<file path="src/design/bts_pkg.sv">
// Shared types and constants for the buzzer tone pattern sequencer.
// No dependencies; every design file but bts_if refers to it by scoped names.
package bts_pkg;

    // Command codes carried by an input transaction
    localparam logic [1:0] CMD_TICK   = 2'd0;
    localparam logic [1:0] CMD_START  = 2'd1;
    localparam logic [1:0] CMD_FINDER = 2'd2;

    // Pattern numbers
    localparam logic [7:0] PAT_NONE = 8'd0;
    localparam logic [7:0] PAT_1    = 8'd1;
    localparam logic [7:0] PAT_2    = 8'd2;
    localparam logic [7:0] PAT_3    = 8'd3;
    localparam logic [7:0] PAT_4    = 8'd4;

    // Register indexes on the configuration port (byte address = 4 * index)
    localparam logic [2:0] REG_FINDER_EN   = 3'd0;
    localparam logic [2:0] REG_FAST_END    = 3'd1;
    localparam logic [2:0] REG_MEDIUM_END  = 3'd2;
    localparam logic [2:0] REG_FAST_PER    = 3'd3;
    localparam logic [2:0] REG_MEDIUM_PER  = 3'd4;
    localparam logic [2:0] REG_SLOW_PER    = 3'd5;

    localparam int ADDR_W = 5;
    localparam int DATA_W = 32;

    // Register reset values
    localparam logic [31:0] RST_FAST_END   = 32'd60000;
    localparam logic [31:0] RST_MEDIUM_END = 32'd300000;
    localparam logic [15:0] RST_FAST_PER   = 16'd2000;
    localparam logic [15:0] RST_MEDIUM_PER = 16'd3000;
    localparam logic [15:0] RST_SLOW_PER   = 16'd5000;

    localparam logic [10:0] PAT_MS_MAX   = 11'd2047;
    localparam logic [11:0] DEFAULT_TONE = 12'd2400;

    // Remainder unit: one dividend bit per step
    localparam int DIV_STEPS = 32;
    localparam int CNT_W     = 6;

    typedef struct packed {
        logic        finder_enable;
        logic [31:0] fast_band_end_ms;
        logic [31:0] medium_band_end_ms;
        logic [15:0] fast_period_ms;
        logic [15:0] medium_period_ms;
        logic [15:0] slow_period_ms;
    } cfg_t;

    // Commands from controller to datapath
    typedef struct packed {
        logic load;       // apply the accepted command to the state
        logic div_start;  // load the remainder unit
        logic div_step;   // advance the remainder unit by one bit
        logic eval;       // evaluate and load the result register
    } ctrl_t;

    // Status from datapath to controller
    typedef struct packed {
        logic div_done;
        logic out_free;
    } stat_t;

    typedef enum logic [3:0] {
        ST_IDLE  = 4'b0001,
        ST_START = 4'b0010,
        ST_DIV   = 4'b0100,
        ST_EVAL  = 4'b1000
    } state_t;

endpackage

</file>
<file path="src/design/bts_if.sv">
// Channel interfaces of the buzzer tone pattern sequencer: commands in, results out.
// Depends on nothing.
interface bts_cmd_if;
    logic       valid;
    logic       ready;
    logic [1:0] command;
    logic [7:0] pattern_number;
    logic       finder_on;

    modport source (output valid, output command, output pattern_number,
                    output finder_on, input ready);
    modport sink   (input valid, input command, input pattern_number,
                    input finder_on, output ready);
endinterface

interface bts_res_if;
    logic        valid;
    logic        ready;
    logic        buzzer_on;
    logic [11:0] tone_hz;

    modport source (output valid, output buzzer_on, output tone_hz, input ready);
    modport sink   (input valid, input buzzer_on, input tone_hz, output ready);
endinterface

</file>
<file path="src/design/bts_ctrl.sv">
// Controller state machine of the buzzer tone pattern sequencer.
// Depends on bts_pkg.
module bts_ctrl (
    input  logic           clk,
    input  logic           rst_n,
    input  logic           in_valid,
    output logic           in_ready,
    input  bts_pkg::stat_t stat,
    output bts_pkg::ctrl_t ctl
);

    bts_pkg::state_t state_reg;
    bts_pkg::state_t state_next;

    always_comb
    begin
        state_next    = state_reg;
        ctl           = '0;
        in_ready      = 1'b0;
        unique case (state_reg)
            bts_pkg::ST_IDLE:
            begin
                in_ready = 1'b1;
                if (in_valid)
                begin
                    ctl.load   = 1'b1;
                    state_next = bts_pkg::ST_START;
                end
            end
            bts_pkg::ST_START:
            begin
                ctl.div_start = 1'b1;
                state_next    = bts_pkg::ST_DIV;
            end
            bts_pkg::ST_DIV:
            begin
                if (stat.div_done)
                    state_next = bts_pkg::ST_EVAL;
                else
                    ctl.div_step = 1'b1;
            end
            bts_pkg::ST_EVAL:
            begin
                // hold until the result register is free
                if (stat.out_free)
                begin
                    ctl.eval   = 1'b1;
                    state_next = bts_pkg::ST_IDLE;
                end
            end
            default:
                state_next = bts_pkg::ST_IDLE;
        endcase
    end

    always_ff @(posedge clk or negedge rst_n)
    begin
        if (!rst_n)
            state_reg <= bts_pkg::ST_IDLE;
        else
            state_reg <= state_next;
    end

endmodule

</file>
<file path="src/design/bts_dp.sv">
// Datapath of the buzzer tone pattern sequencer: sequencer state, bit-serial
// remainder unit, tone evaluation and result register. Depends on bts_pkg.
module bts_dp (
    input  logic           clk,
    input  logic           rst_n,
    input  bts_pkg::cfg_t  cfg,
    input  bts_pkg::ctrl_t ctl,
    output bts_pkg::stat_t stat,
    input  logic [1:0]     command,
    input  logic [7:0]     pattern_number,
    input  logic           finder_on,
    output logic           out_valid,
    input  logic           out_ready,
    output logic           buzzer_on,
    output logic [11:0]    tone_hz
);

    logic [7:0]  act_pat_reg, act_pat_next;
    logic [10:0] pat_ms_reg, pat_ms_next;
    logic        fin_act_reg, fin_act_next;
    logic [31:0] fin_ms_reg, fin_ms_next;

    logic [31:0]              dvd_reg, dvd_next;
    logic [15:0]              rem_reg, rem_next;
    logic [bts_pkg::CNT_W-1:0] cnt_reg, cnt_next;

    logic        out_valid_reg, out_valid_next;
    logic        out_on_reg, out_on_next;
    logic [11:0] out_hz_reg, out_hz_next;

    logic        in_fast, in_medium;
    logic [15:0] period;
    logic [16:0] rem_sh, rem_diff;
    logic        rem_ge;

    logic [31:0] t, ph;
    logic        pat_on, pat_clear, fin_on, eval_on, finder_play;
    logic [11:0] pat_hz, fin_hz, eval_hz;

    function automatic logic win(input logic [31:0] x, input logic [31:0] from,
                                 input logic [31:0] len);
        win = (x >= from) && (x < from + len);
    endfunction

    // Band and period from finder time
    assign in_fast   = fin_ms_reg < cfg.fast_band_end_ms;
    assign in_medium = fin_ms_reg < cfg.medium_band_end_ms;

    always_comb
    begin
        priority if (in_fast)
            period = cfg.fast_period_ms;
        else if (in_medium)
            period = cfg.medium_period_ms;
        else
            period = cfg.slow_period_ms;
    end

    // Restoring remainder step
    assign rem_sh   = {rem_reg, dvd_reg[31]};
    assign rem_diff = rem_sh - {1'b0, period};
    assign rem_ge   = rem_sh >= {1'b0, period};

    // Pattern evaluation
    assign t = {21'd0, pat_ms_reg};

    always_comb
    begin
        pat_on    = 1'b0;
        pat_hz    = bts_pkg::DEFAULT_TONE;
        pat_clear = 1'b0;
        unique case (act_pat_reg)
            bts_pkg::PAT_NONE: ;
            bts_pkg::PAT_1:
            begin
                pat_on = win(t, 32'd0, 32'd180) || win(t, 32'd280, 32'd180) ||
                         win(t, 32'd560, 32'd260);
                priority if (win(t, 32'd0, 32'd180))
                    pat_hz = 12'd2200;
                else if (win(t, 32'd280, 32'd180))
                    pat_hz = 12'd2700;
                else
                    pat_hz = 12'd3300;
                pat_clear = t >= 32'd980;
            end
            bts_pkg::PAT_2:
            begin
                pat_on = win(t, 32'd0, 32'd160) || win(t, 32'd260, 32'd160) ||
                         win(t, 32'd520, 32'd320);
                priority if (win(t, 32'd0, 32'd160))
                    pat_hz = 12'd1800;
                else if (win(t, 32'd260, 32'd160))
                    pat_hz = 12'd2400;
                else
                    pat_hz = 12'd3200;
                pat_clear = t >= 32'd1000;
            end
            bts_pkg::PAT_3:
            begin
                pat_on    = win(t, 32'd0, 32'd420) || win(t, 32'd620, 32'd420);
                pat_hz    = 12'd850;
                pat_clear = t >= 32'd1250;
            end
            bts_pkg::PAT_4:
            begin
                pat_on = win(t, 32'd0, 32'd260) || win(t, 32'd420, 32'd260) ||
                         win(t, 32'd840, 32'd520);
                priority if (win(t, 32'd0, 32'd260))
                    pat_hz = 12'd2200;
                else if (win(t, 32'd420, 32'd260))
                    pat_hz = 12'd1500;
                else
                    pat_hz = 12'd900;
                pat_clear = t >= 32'd1600;
            end
            default:
                pat_clear = 1'b1;  // unknown pattern drops at once
        endcase
    end

    // Finder melody; a zero period leaves the elapsed time unwrapped
    assign ph = (period == 16'd0) ? fin_ms_reg : {16'd0, rem_reg};

    always_comb
    begin
        priority if (in_fast)
        begin
            fin_on = win(ph, 32'd0, 32'd320) || win(ph, 32'd520, 32'd320) ||
                     win(ph, 32'd1040, 32'd520);
            fin_hz = win(ph, 32'd1040, 32'd520) ? 12'd3000 : 12'd2200;
        end
        else if (in_medium)
        begin
            fin_on = win(ph, 32'd0, 32'd450) || win(ph, 32'd700, 32'd450);
            fin_hz = win(ph, 32'd700, 32'd450) ? 12'd2600 : 12'd1800;
        end
        else
        begin
            fin_on = win(ph, 32'd0, 32'd900);
            fin_hz = 12'd1800;
        end
    end

    assign finder_play = cfg.finder_enable && fin_act_reg &&
                         (pat_clear || (act_pat_reg == bts_pkg::PAT_NONE));
    assign eval_on = finder_play ? fin_on : pat_on;
    assign eval_hz = finder_play ? fin_hz : pat_hz;

    always_comb
    begin
        act_pat_next   = act_pat_reg;
        pat_ms_next    = pat_ms_reg;
        fin_act_next   = fin_act_reg;
        fin_ms_next    = fin_ms_reg;
        dvd_next       = dvd_reg;
        rem_next       = rem_reg;
        cnt_next       = cnt_reg;
        out_on_next    = out_on_reg;
        out_hz_next    = out_hz_reg;
        out_valid_next = out_valid_reg && !out_ready;

        if (ctl.load)
        begin
            unique case (command)
                bts_pkg::CMD_TICK:
                begin
                    if (pat_ms_reg != bts_pkg::PAT_MS_MAX)
                        pat_ms_next = pat_ms_reg + 11'd1;
                    if (fin_ms_reg != 32'hFFFF_FFFF)
                        fin_ms_next = fin_ms_reg + 32'd1;
                end
                bts_pkg::CMD_START:
                begin
                    act_pat_next = pattern_number;
                    pat_ms_next  = 11'd0;
                end
                bts_pkg::CMD_FINDER:
                begin
                    fin_act_next = finder_on;
                    if (finder_on)
                        fin_ms_next = 32'd0;
                end
                default: ;
            endcase
        end

        if (ctl.div_start)
        begin
            dvd_next = fin_ms_reg;
            rem_next = 16'd0;
            cnt_next = bts_pkg::CNT_W'(bts_pkg::DIV_STEPS);
        end
        else if (ctl.div_step)
        begin
            dvd_next = {dvd_reg[30:0], 1'b0};
            rem_next = rem_ge ? rem_diff[15:0] : rem_sh[15:0];
            cnt_next = cnt_reg - bts_pkg::CNT_W'(1);
        end

        if (ctl.eval)
        begin
            out_valid_next = 1'b1;
            out_on_next    = eval_on;
            out_hz_next    = eval_hz;
            if (pat_clear)
                act_pat_next = bts_pkg::PAT_NONE;
        end
    end

    always_ff @(posedge clk or negedge rst_n)
    begin
        if (!rst_n)
        begin
            act_pat_reg   <= bts_pkg::PAT_NONE;
            pat_ms_reg    <= 11'd0;
            fin_act_reg   <= 1'b0;
            fin_ms_reg    <= 32'd0;
            cnt_reg       <= '0;
            out_valid_reg <= 1'b0;
        end
        else
        begin
            act_pat_reg   <= act_pat_next;
            pat_ms_reg    <= pat_ms_next;
            fin_act_reg   <= fin_act_next;
            fin_ms_reg    <= fin_ms_next;
            cnt_reg       <= cnt_next;
            out_valid_reg <= out_valid_next;
        end
    end

    always_ff @(posedge clk)
    begin
        dvd_reg    <= dvd_next;
        rem_reg    <= rem_next;
        out_on_reg <= out_on_next;
        out_hz_reg <= out_hz_next;
    end

    assign stat.div_done = (cnt_reg == '0);
    assign stat.out_free = !out_valid_reg || out_ready;

    assign out_valid = out_valid_reg;
    assign buzzer_on = out_on_reg;
    assign tone_hz   = out_hz_reg;

endmodule

</file>
<file path="src/design/buzzer_tone_pattern_sequencer.sv">
// Buzzer tone pattern sequencer: top level with APB register file.
// Depends on bts_pkg, bts_if, bts_ctrl and bts_dp.
// A command is accepted only while idle; the controller then loads the 32-step bit-serial
// remainder unit with finder time, divides it by the band period and evaluates the result.
// No new command is taken until the last is evaluated, which waits while a result is untaken.
// Reset (rst_n, asynchronous, active low) restores register defaults and clears state.
module buzzer_tone_pattern_sequencer (
    input  logic                         clk,
    input  logic                         rst_n,
    bts_cmd_if.sink                      cmd,
    bts_res_if.source                    rsp,
    input  logic                         psel,
    input  logic                         penable,
    input  logic                         pwrite,
    input  logic [bts_pkg::ADDR_W-1:0]   paddr,
    input  logic [bts_pkg::DATA_W-1:0]   pwdata,
    output logic [bts_pkg::DATA_W-1:0]   prdata,
    output logic                         pready
);

    // Configuration registers
    logic        fin_en_reg, fin_en_next;
    logic [31:0] fast_end_reg, fast_end_next;
    logic [31:0] med_end_reg, med_end_next;
    logic [15:0] fast_per_reg, fast_per_next;
    logic [15:0] med_per_reg, med_per_next;
    logic [15:0] slow_per_reg, slow_per_next;

    logic        wr_en;
    logic [2:0]  reg_idx;

    bts_pkg::cfg_t  cfg;
    bts_pkg::ctrl_t ctl;
    bts_pkg::stat_t stat;

    // The port never stalls; a write lands on the access phase
    assign pready  = 1'b1;
    assign wr_en   = psel && penable && pwrite;
    assign reg_idx = paddr[4:2];

    always_comb
    begin
        fin_en_next   = fin_en_reg;
        fast_end_next = fast_end_reg;
        med_end_next  = med_end_reg;
        fast_per_next = fast_per_reg;
        med_per_next  = med_per_reg;
        slow_per_next = slow_per_reg;
        if (wr_en)
        begin
            unique case (reg_idx)
                bts_pkg::REG_FINDER_EN:  fin_en_next   = pwdata[0];
                bts_pkg::REG_FAST_END:   fast_end_next = pwdata;
                bts_pkg::REG_MEDIUM_END: med_end_next  = pwdata;
                bts_pkg::REG_FAST_PER:   fast_per_next = pwdata[15:0];
                bts_pkg::REG_MEDIUM_PER: med_per_next  = pwdata[15:0];
                bts_pkg::REG_SLOW_PER:   slow_per_next = pwdata[15:0];
                default: ;  // drop writes outside the register map
            endcase
        end
    end

    always_ff @(posedge clk or negedge rst_n)
    begin
        if (!rst_n)
        begin
            fin_en_reg   <= 1'b1;
            fast_end_reg <= bts_pkg::RST_FAST_END;
            med_end_reg  <= bts_pkg::RST_MEDIUM_END;
            fast_per_reg <= bts_pkg::RST_FAST_PER;
            med_per_reg  <= bts_pkg::RST_MEDIUM_PER;
            slow_per_reg <= bts_pkg::RST_SLOW_PER;
        end
        else
        begin
            fin_en_reg   <= fin_en_next;
            fast_end_reg <= fast_end_next;
            med_end_reg  <= med_end_next;
            fast_per_reg <= fast_per_next;
            med_per_reg  <= med_per_next;
            slow_per_reg <= slow_per_next;
        end
    end

    // Read back; unmapped addresses read as zero
    always_comb
    begin
        unique case (reg_idx)
            bts_pkg::REG_FINDER_EN:  prdata = {31'd0, fin_en_reg};
            bts_pkg::REG_FAST_END:   prdata = fast_end_reg;
            bts_pkg::REG_MEDIUM_END: prdata = med_end_reg;
            bts_pkg::REG_FAST_PER:   prdata = {16'd0, fast_per_reg};
            bts_pkg::REG_MEDIUM_PER: prdata = {16'd0, med_per_reg};
            bts_pkg::REG_SLOW_PER:   prdata = {16'd0, slow_per_reg};
            default:                 prdata = '0;
        endcase
    end

    assign cfg.finder_enable      = fin_en_reg;
    assign cfg.fast_band_end_ms   = fast_end_reg;
    assign cfg.medium_band_end_ms = med_end_reg;
    assign cfg.fast_period_ms     = fast_per_reg;
    assign cfg.medium_period_ms   = med_per_reg;
    assign cfg.slow_period_ms     = slow_per_reg;

    // Controller: accept a command, run the remainder unit, then evaluate
    bts_ctrl u_ctrl (
        .clk      (clk),
        .rst_n    (rst_n),
        .in_valid (cmd.valid),
        .in_ready (cmd.ready),
        .stat     (stat),
        .ctl      (ctl)
    );

    // Datapath: state, remainder unit, evaluation and the result register,
    // which holds a finished result while the next command is taken
    bts_dp u_dp (
        .clk            (clk),
        .rst_n          (rst_n),
        .cfg            (cfg),
        .ctl            (ctl),
        .stat           (stat),
        .command        (cmd.command),
        .pattern_number (cmd.pattern_number),
        .finder_on      (cmd.finder_on),
        .out_valid      (rsp.valid),
        .out_ready      (rsp.ready),
        .buzzer_on      (rsp.buzzer_on),
        .tone_hz        (rsp.tone_hz)
    );

endmodule

</file>
<file path="src/flat_wrapper.sv">
// flat-port wrapper written by rule: the top's interface ports become plain ports
module buzzer_tone_pattern_sequencer_flat 
  (clk, rst_n, psel, penable, pwrite, paddr, pwdata, prdata, pready, cmd_valid, cmd_command, cmd_pattern_number, cmd_finder_on, cmd_ready, rsp_valid, rsp_buzzer_on, rsp_tone_hz, rsp_ready);
  bts_cmd_if cmd_i ();
  bts_res_if rsp_i ();
  input  logic clk;
  input  logic rst_n;
  input  logic psel;
  input  logic penable;
  input  logic pwrite;
  input  logic [bts_pkg::ADDR_W-1:0] paddr;
  input  logic [bts_pkg::DATA_W-1:0] pwdata;
  output logic [bts_pkg::DATA_W-1:0] prdata;
  output logic pready;
  input wire logic [$bits(cmd_i.valid)-1:0] cmd_valid;
  input wire logic [$bits(cmd_i.command)-1:0] cmd_command;
  input wire logic [$bits(cmd_i.pattern_number)-1:0] cmd_pattern_number;
  input wire logic [$bits(cmd_i.finder_on)-1:0] cmd_finder_on;
  output wire logic [$bits(cmd_i.ready)-1:0] cmd_ready;
  output wire logic [$bits(rsp_i.valid)-1:0] rsp_valid;
  output wire logic [$bits(rsp_i.buzzer_on)-1:0] rsp_buzzer_on;
  output wire logic [$bits(rsp_i.tone_hz)-1:0] rsp_tone_hz;
  input wire logic [$bits(rsp_i.ready)-1:0] rsp_ready;
  assign cmd_i.valid = cmd_valid;
  assign cmd_i.command = cmd_command;
  assign cmd_i.pattern_number = cmd_pattern_number;
  assign cmd_i.finder_on = cmd_finder_on;
  assign cmd_ready = cmd_i.ready;
  assign rsp_valid = rsp_i.valid;
  assign rsp_buzzer_on = rsp_i.buzzer_on;
  assign rsp_tone_hz = rsp_i.tone_hz;
  assign rsp_i.ready = rsp_ready;
  buzzer_tone_pattern_sequencer u_core (.clk(clk), .rst_n(rst_n), .cmd(cmd_i), .rsp(rsp_i), .psel(psel), .penable(penable), .pwrite(pwrite), .paddr(paddr), .pwdata(pwdata), .prdata(prdata), .pready(pready));
endmodule
</file>
<file path="config.mk">
export PLATFORM = sky130hd
export DESIGN_NAME = buzzer_tone_pattern_sequencer_flat
export DESIGN_NICKNAME = d
export VERILOG_FILES = /design/src/design/bts_pkg.sv /design/src/design/bts_if.sv /design/src/design/bts_ctrl.sv /design/src/design/bts_dp.sv /design/src/design/buzzer_tone_pattern_sequencer.sv /design/src/flat_wrapper.sv
export SDC_FILE = /design/constraint.sdc
export NUM_CORES = 1
export LEC_CHECK = 0
export BUFFER_PORTS_ARGS = -buffer_cell sky130_fd_sc_hd__buf_2
export CAP_MARGIN = 10
export CELL_PAD_IN_SITES_DETAIL_PLACEMENT = 1
export CELL_PAD_IN_SITES_GLOBAL_PLACEMENT = 2
export CORE_MARGIN = 2
export CORE_UTILIZATION = 41
export CTS_CLUSTER_SIZE = 30
export DETAILED_ROUTE_END_ITERATION = 8
export GPL_TIMING_DRIVEN = 0
export PLACE_DENSITY = 0.88
export SYNTH_ARGS = -nofsm -noshare
export SYNTH_HDL_FRONTEND = slang
export SYNTH_SLANG_ARGS = --single-unit
</file>
<file path="constraint.sdc">
create_clock -name clk -period 12.1 [get_ports clk]
set_input_delay 0.605 -clock clk [delete_from_list [all_inputs] [get_ports clk]]
set_output_delay 0.605 -clock clk [all_outputs]
set_load 0.1 [all_outputs]
</file>
==> flow_metrics.tcl <==
set metrics [dict create \
    core_area_um2 34300 \
    tns_ns 0 \
    synth_cell_type_count 78 \
    holdCritStartpoint "pwdata[23]" \
    critical_path_class "reg -> reg" \
    areaGrowthSynthToFinish_pct 15.2 \
    drtPass1Iterations 5 \
    drt-initial-drc-count 680 \
    max_freq_ghz 0.166 \
    clk_latency_ns 0.56 \
    pwr-share-seq_pct 35.5 \
    fin_worst_skew_ns 0.00916 \
    highest_layer "met5" \
    finalHoldViolations 0 \
    cts_buffers 29 \
    vias 12662 \
    max_stage_delay_ns 0.73 \
    synth_area_um2 14200 \
    endpoint_kind "flip-flop" \
    worst_setup_path_start_kind "flip-flop" \
    place_congestion 0.932 \
    wl_met2_um 22300 \
    switchingPower_mw 1.29 \
    dieArea_um2 36100 \
    ys_ff_latch 236 \
    ff2ff_setup_slack_ns 6.07 \
    finalCritPeriodShare_pct 49.9 \
    ys_warn_count 0 \
    cap_violations 0 \
    fin_util_pct 47.6 \
    arrival_ns 6.44 \
    wl_per_cell_um 21.4 \
    grt_pass1_vias 13138 \
    r2r_cells 19 \
    drc 0 \
    yosysTopAreaCell "dfrtp_1" \
    clock_sinks 236 \
    worstPathRequired_ns 12.51 \
    r2r_start "u_core.u_dp.fin_ms_reg[15]" \
    cts_root_buffer "clkbuf_16" \
    synth-simple-area-share_pct 18.1 \
    p_int_mw 2.02 \
    holdPathEnd "u_core.fast_end_reg[23]" \
    yosys-top-cells-area "dfrtp_1 25%, edfxtp_1 9.3%, ha_1 7.3%" \
    grt_pass1_wl_um 74300 \
    portBuffers 98 \
    fillers 4051 \
    diodes 0 \
    row_count 68 \
    tightest_slew_ns 1.03 \
    hp-class "in -> reg" \
    final_antenna_net_count 0 \
    p_leak_nw 7.31 \
    wl_um 47100 \
    grt_max_degree 115 \
    rsz0062_at_grt "no" \
    synth_ff_type "dfrtp_1" \
    clkTransAtPathRegs_ns 0.06 \
    power_mw 3.32 \
    postSynthAreaPerCell_um2 8.93 \
    vdd_drop_max_mv 0.140 \
    antenna_found_initial 2 \
    synthAdderAreaFrac_pct 7.47 \
    rr_endpoint "u_core.u_dp.rem_reg[11]" \
    switching_share_pct 39.0 \
    path_cells "ha_1, a21oi_1, o21ai_0, a221oi_1, o221ai_1, nor3_2, clkbuf_1, nor2_1, a21oi_1, ha_1, o21a_1, o31a_1, o41a_1, a211o_1, a31o_1, o41a_1, buf_6, mux2i_1, o22ai_1" \
    cp_num_buf_inv 2 \
    cts_tree "yes" \
    met3WireLength_um 2200 \
    power_density_nw_per_um2 203 \
    yosys-top-cells-count "251 x nand2_1, 141 x dfrtp_1, 136 x o21ai_0, 123 x nor2_1, 110 x a21oi_1" \
    slew_headroom_pct 30.8 \
    post-dp-hpwl_um 35800 \
    die_h_um 190 \
    netlist_instances 1587 \
    drive_gt1_share_pct 15.4 \
    hold_depth 3 \
    io_pins 103 \
    final_nets 1862 \
    synthArstFlopShare_pct 74.6 \
    finalMaxSlewViolations 0 \
    grt_overflow 0 \
    synth.most_common_cell "nand2_1" \
    p_clk_share_pct 27.3 \
    synth-xor-area-share_pct 2.47 \
    finalSetupViolCount 0 \
    muxShareOfSynthArea_pct 7.12 \
    htree_num_levels 1 \
    cpLargestDelayFamily "compound AO/OA/AOI/OAI gates" \
    die_w_um 190 \
    syn_nets 1726 \
    ys_seq_area_share_pct 43.0 \
    start_util_pct 41.3 \
    groute.usage.overall_pct 26.2 \
    synth_compound_area_share_pct 16.9 \
    synth_top_family_by_area "simple AND/OR/NAND/NOR gates" \
    post_cts_buffers 0 \
    synth_edf_count 44 \
    clock_tree.buffer_depth 3 \
    worst_path_max_delay_cell "nor3_2" \
    combPwrFrac_pct 37.1 \
    status "finished clean" \
    synth_top_area_share_pct 24.9 \
    worstPathMaxFanout 10 \
    viasPerCell 5.76 \
    period_needed_ns 6.03 \
    met1_length_um 21100 \
]
## worst max-delay path by stage
stage                          startpoint  slack (ns)  depth (start not counted)                 endpoint
2_1_floorplan       u_core.med_end_reg[9]        7.37                         21  u_core.u_dp.rem_reg[11]
4_1_cts        u_core.u_dp.fin_ms_reg[15]        6.11                         18  u_core.u_dp.rem_reg[11]
3_5_place_dp   u_core.u_dp.fin_ms_reg[15]        6.11                         18  u_core.u_dp.rem_reg[11]
6_report       u_core.u_dp.fin_ms_reg[15]        6.07                         19  u_core.u_dp.rem_reg[11]
3_3_place_gp   u_core.u_dp.fin_ms_reg[15]        6.17                         18  u_core.u_dp.rem_reg[11]
5_1_grt        u_core.u_dp.fin_ms_reg[15]        5.73                         21  u_core.u_dp.rem_reg[12]
## layout by cell type (no fill, tap or decap), types with 6 or more instances in the layout
cell type / instances
nor4_1: 25
clkbuf_1: 64
dfxtp_1: 16
and2_1: 7
nor3_1: 24
o221ai_1: 6
o31ai_1: 6
mux2i_1: 42
clkbuf_16: 29
mux2_2: 51
a221oi_1: 23
nor2b_1: 12
xnor2_1: 24
nor2_1: 123
and4_1: 6
clkinv_2: 7
inv_1: 101
a31oi_1: 12
a21oi_1: 110
dfrtp_1: 141
o21ai_1: 13
nand2_1: 251
clkbuf_8: 7
dfstp_2: 35
o21ai_0: 136
nand4_1: 21
nand2b_1: 14
edfxtp_1: 44
and3_1: 9
buf_2: 106
ha_1: 83
a22o_1: 18
or3_1: 9
nand3_1: 35
xor2_1: 16
a211oi_1: 6
## layout make-up
| cell class | instances | area (um2) | share of cell area [%] |
|---|---|---|---|
| multi-input combinational | 1172 | 7390 | 45.3 |
| sequential | 236 | 6090 | 37.3 |
| clock buffer | 37 | 826 | 5.06 |
| timing repair buffer | 105 | 588 | 3.60 |
| tap | 455 | 569 | 3.49 |
| inverter | 102 | 383 | 2.34 |
| buffer | 77 | 314 | 1.92 |
| clock inverter | 16 | 166 | 1.02 |
## stage by stage
stage                     setup slack [ns]  hold WS, ns  cells  instance area (um2)
after global placement                6.17        0.484   2140                15200
after CTS                             6.11        0.250   2197                16300
after global routing                  5.73        0.274   2200                16300
final                                 6.07        0.270   2200                16300
after detailed placement              6.11        0.489   2143                15300
after floorplan                       7.37        0.309   1587                14200
## power by group through the flow
| stage | registers, mW | clock network [mW] | logic (mW) |
|---|---|---|---|
| after floorplan | 1.12 | 0 | 0.930 |
| after global placement | 1.18 | 0 | 1.18 |
| after detailed placement | 1.19 | 0 | 1.23 |
| after CTS | 1.17 | 0.922 | 1.24 |
| after global routing | 1.20 | 0.948 | 1.37 |
| final | 1.18 | 0.906 | 1.23 |
## metal layers
metal	vias to the layer above	track usage [%]
met3	86	3.97
met2	286	44.1
li1	5923	-
met1	6363	35.0
met5	-	0
met4	4	7.69
## kinds of logic after synthesis
family | after synthesis
and+or+nand+nor | 560
AOI/OAI and AO/OA | 392
DFF | 236
buffers and inverters | 179
muxes | 94
adders and majority gates | 84
xor gates and xnor gates | 40
other | 2
## tightest hold or removal path, delay by kind of cell
family          cells  cell delay (ns)
buf+inv             1             0.08
compound gates      1             0.06
simple gates        1             0.04
## timing repair
item	in CTS	in global routing
hold endpoints to repair	21	0
hold buffers	1	0
gates resized for setup	0	0
Note: power is estimated with default switching activity, not from simulation.
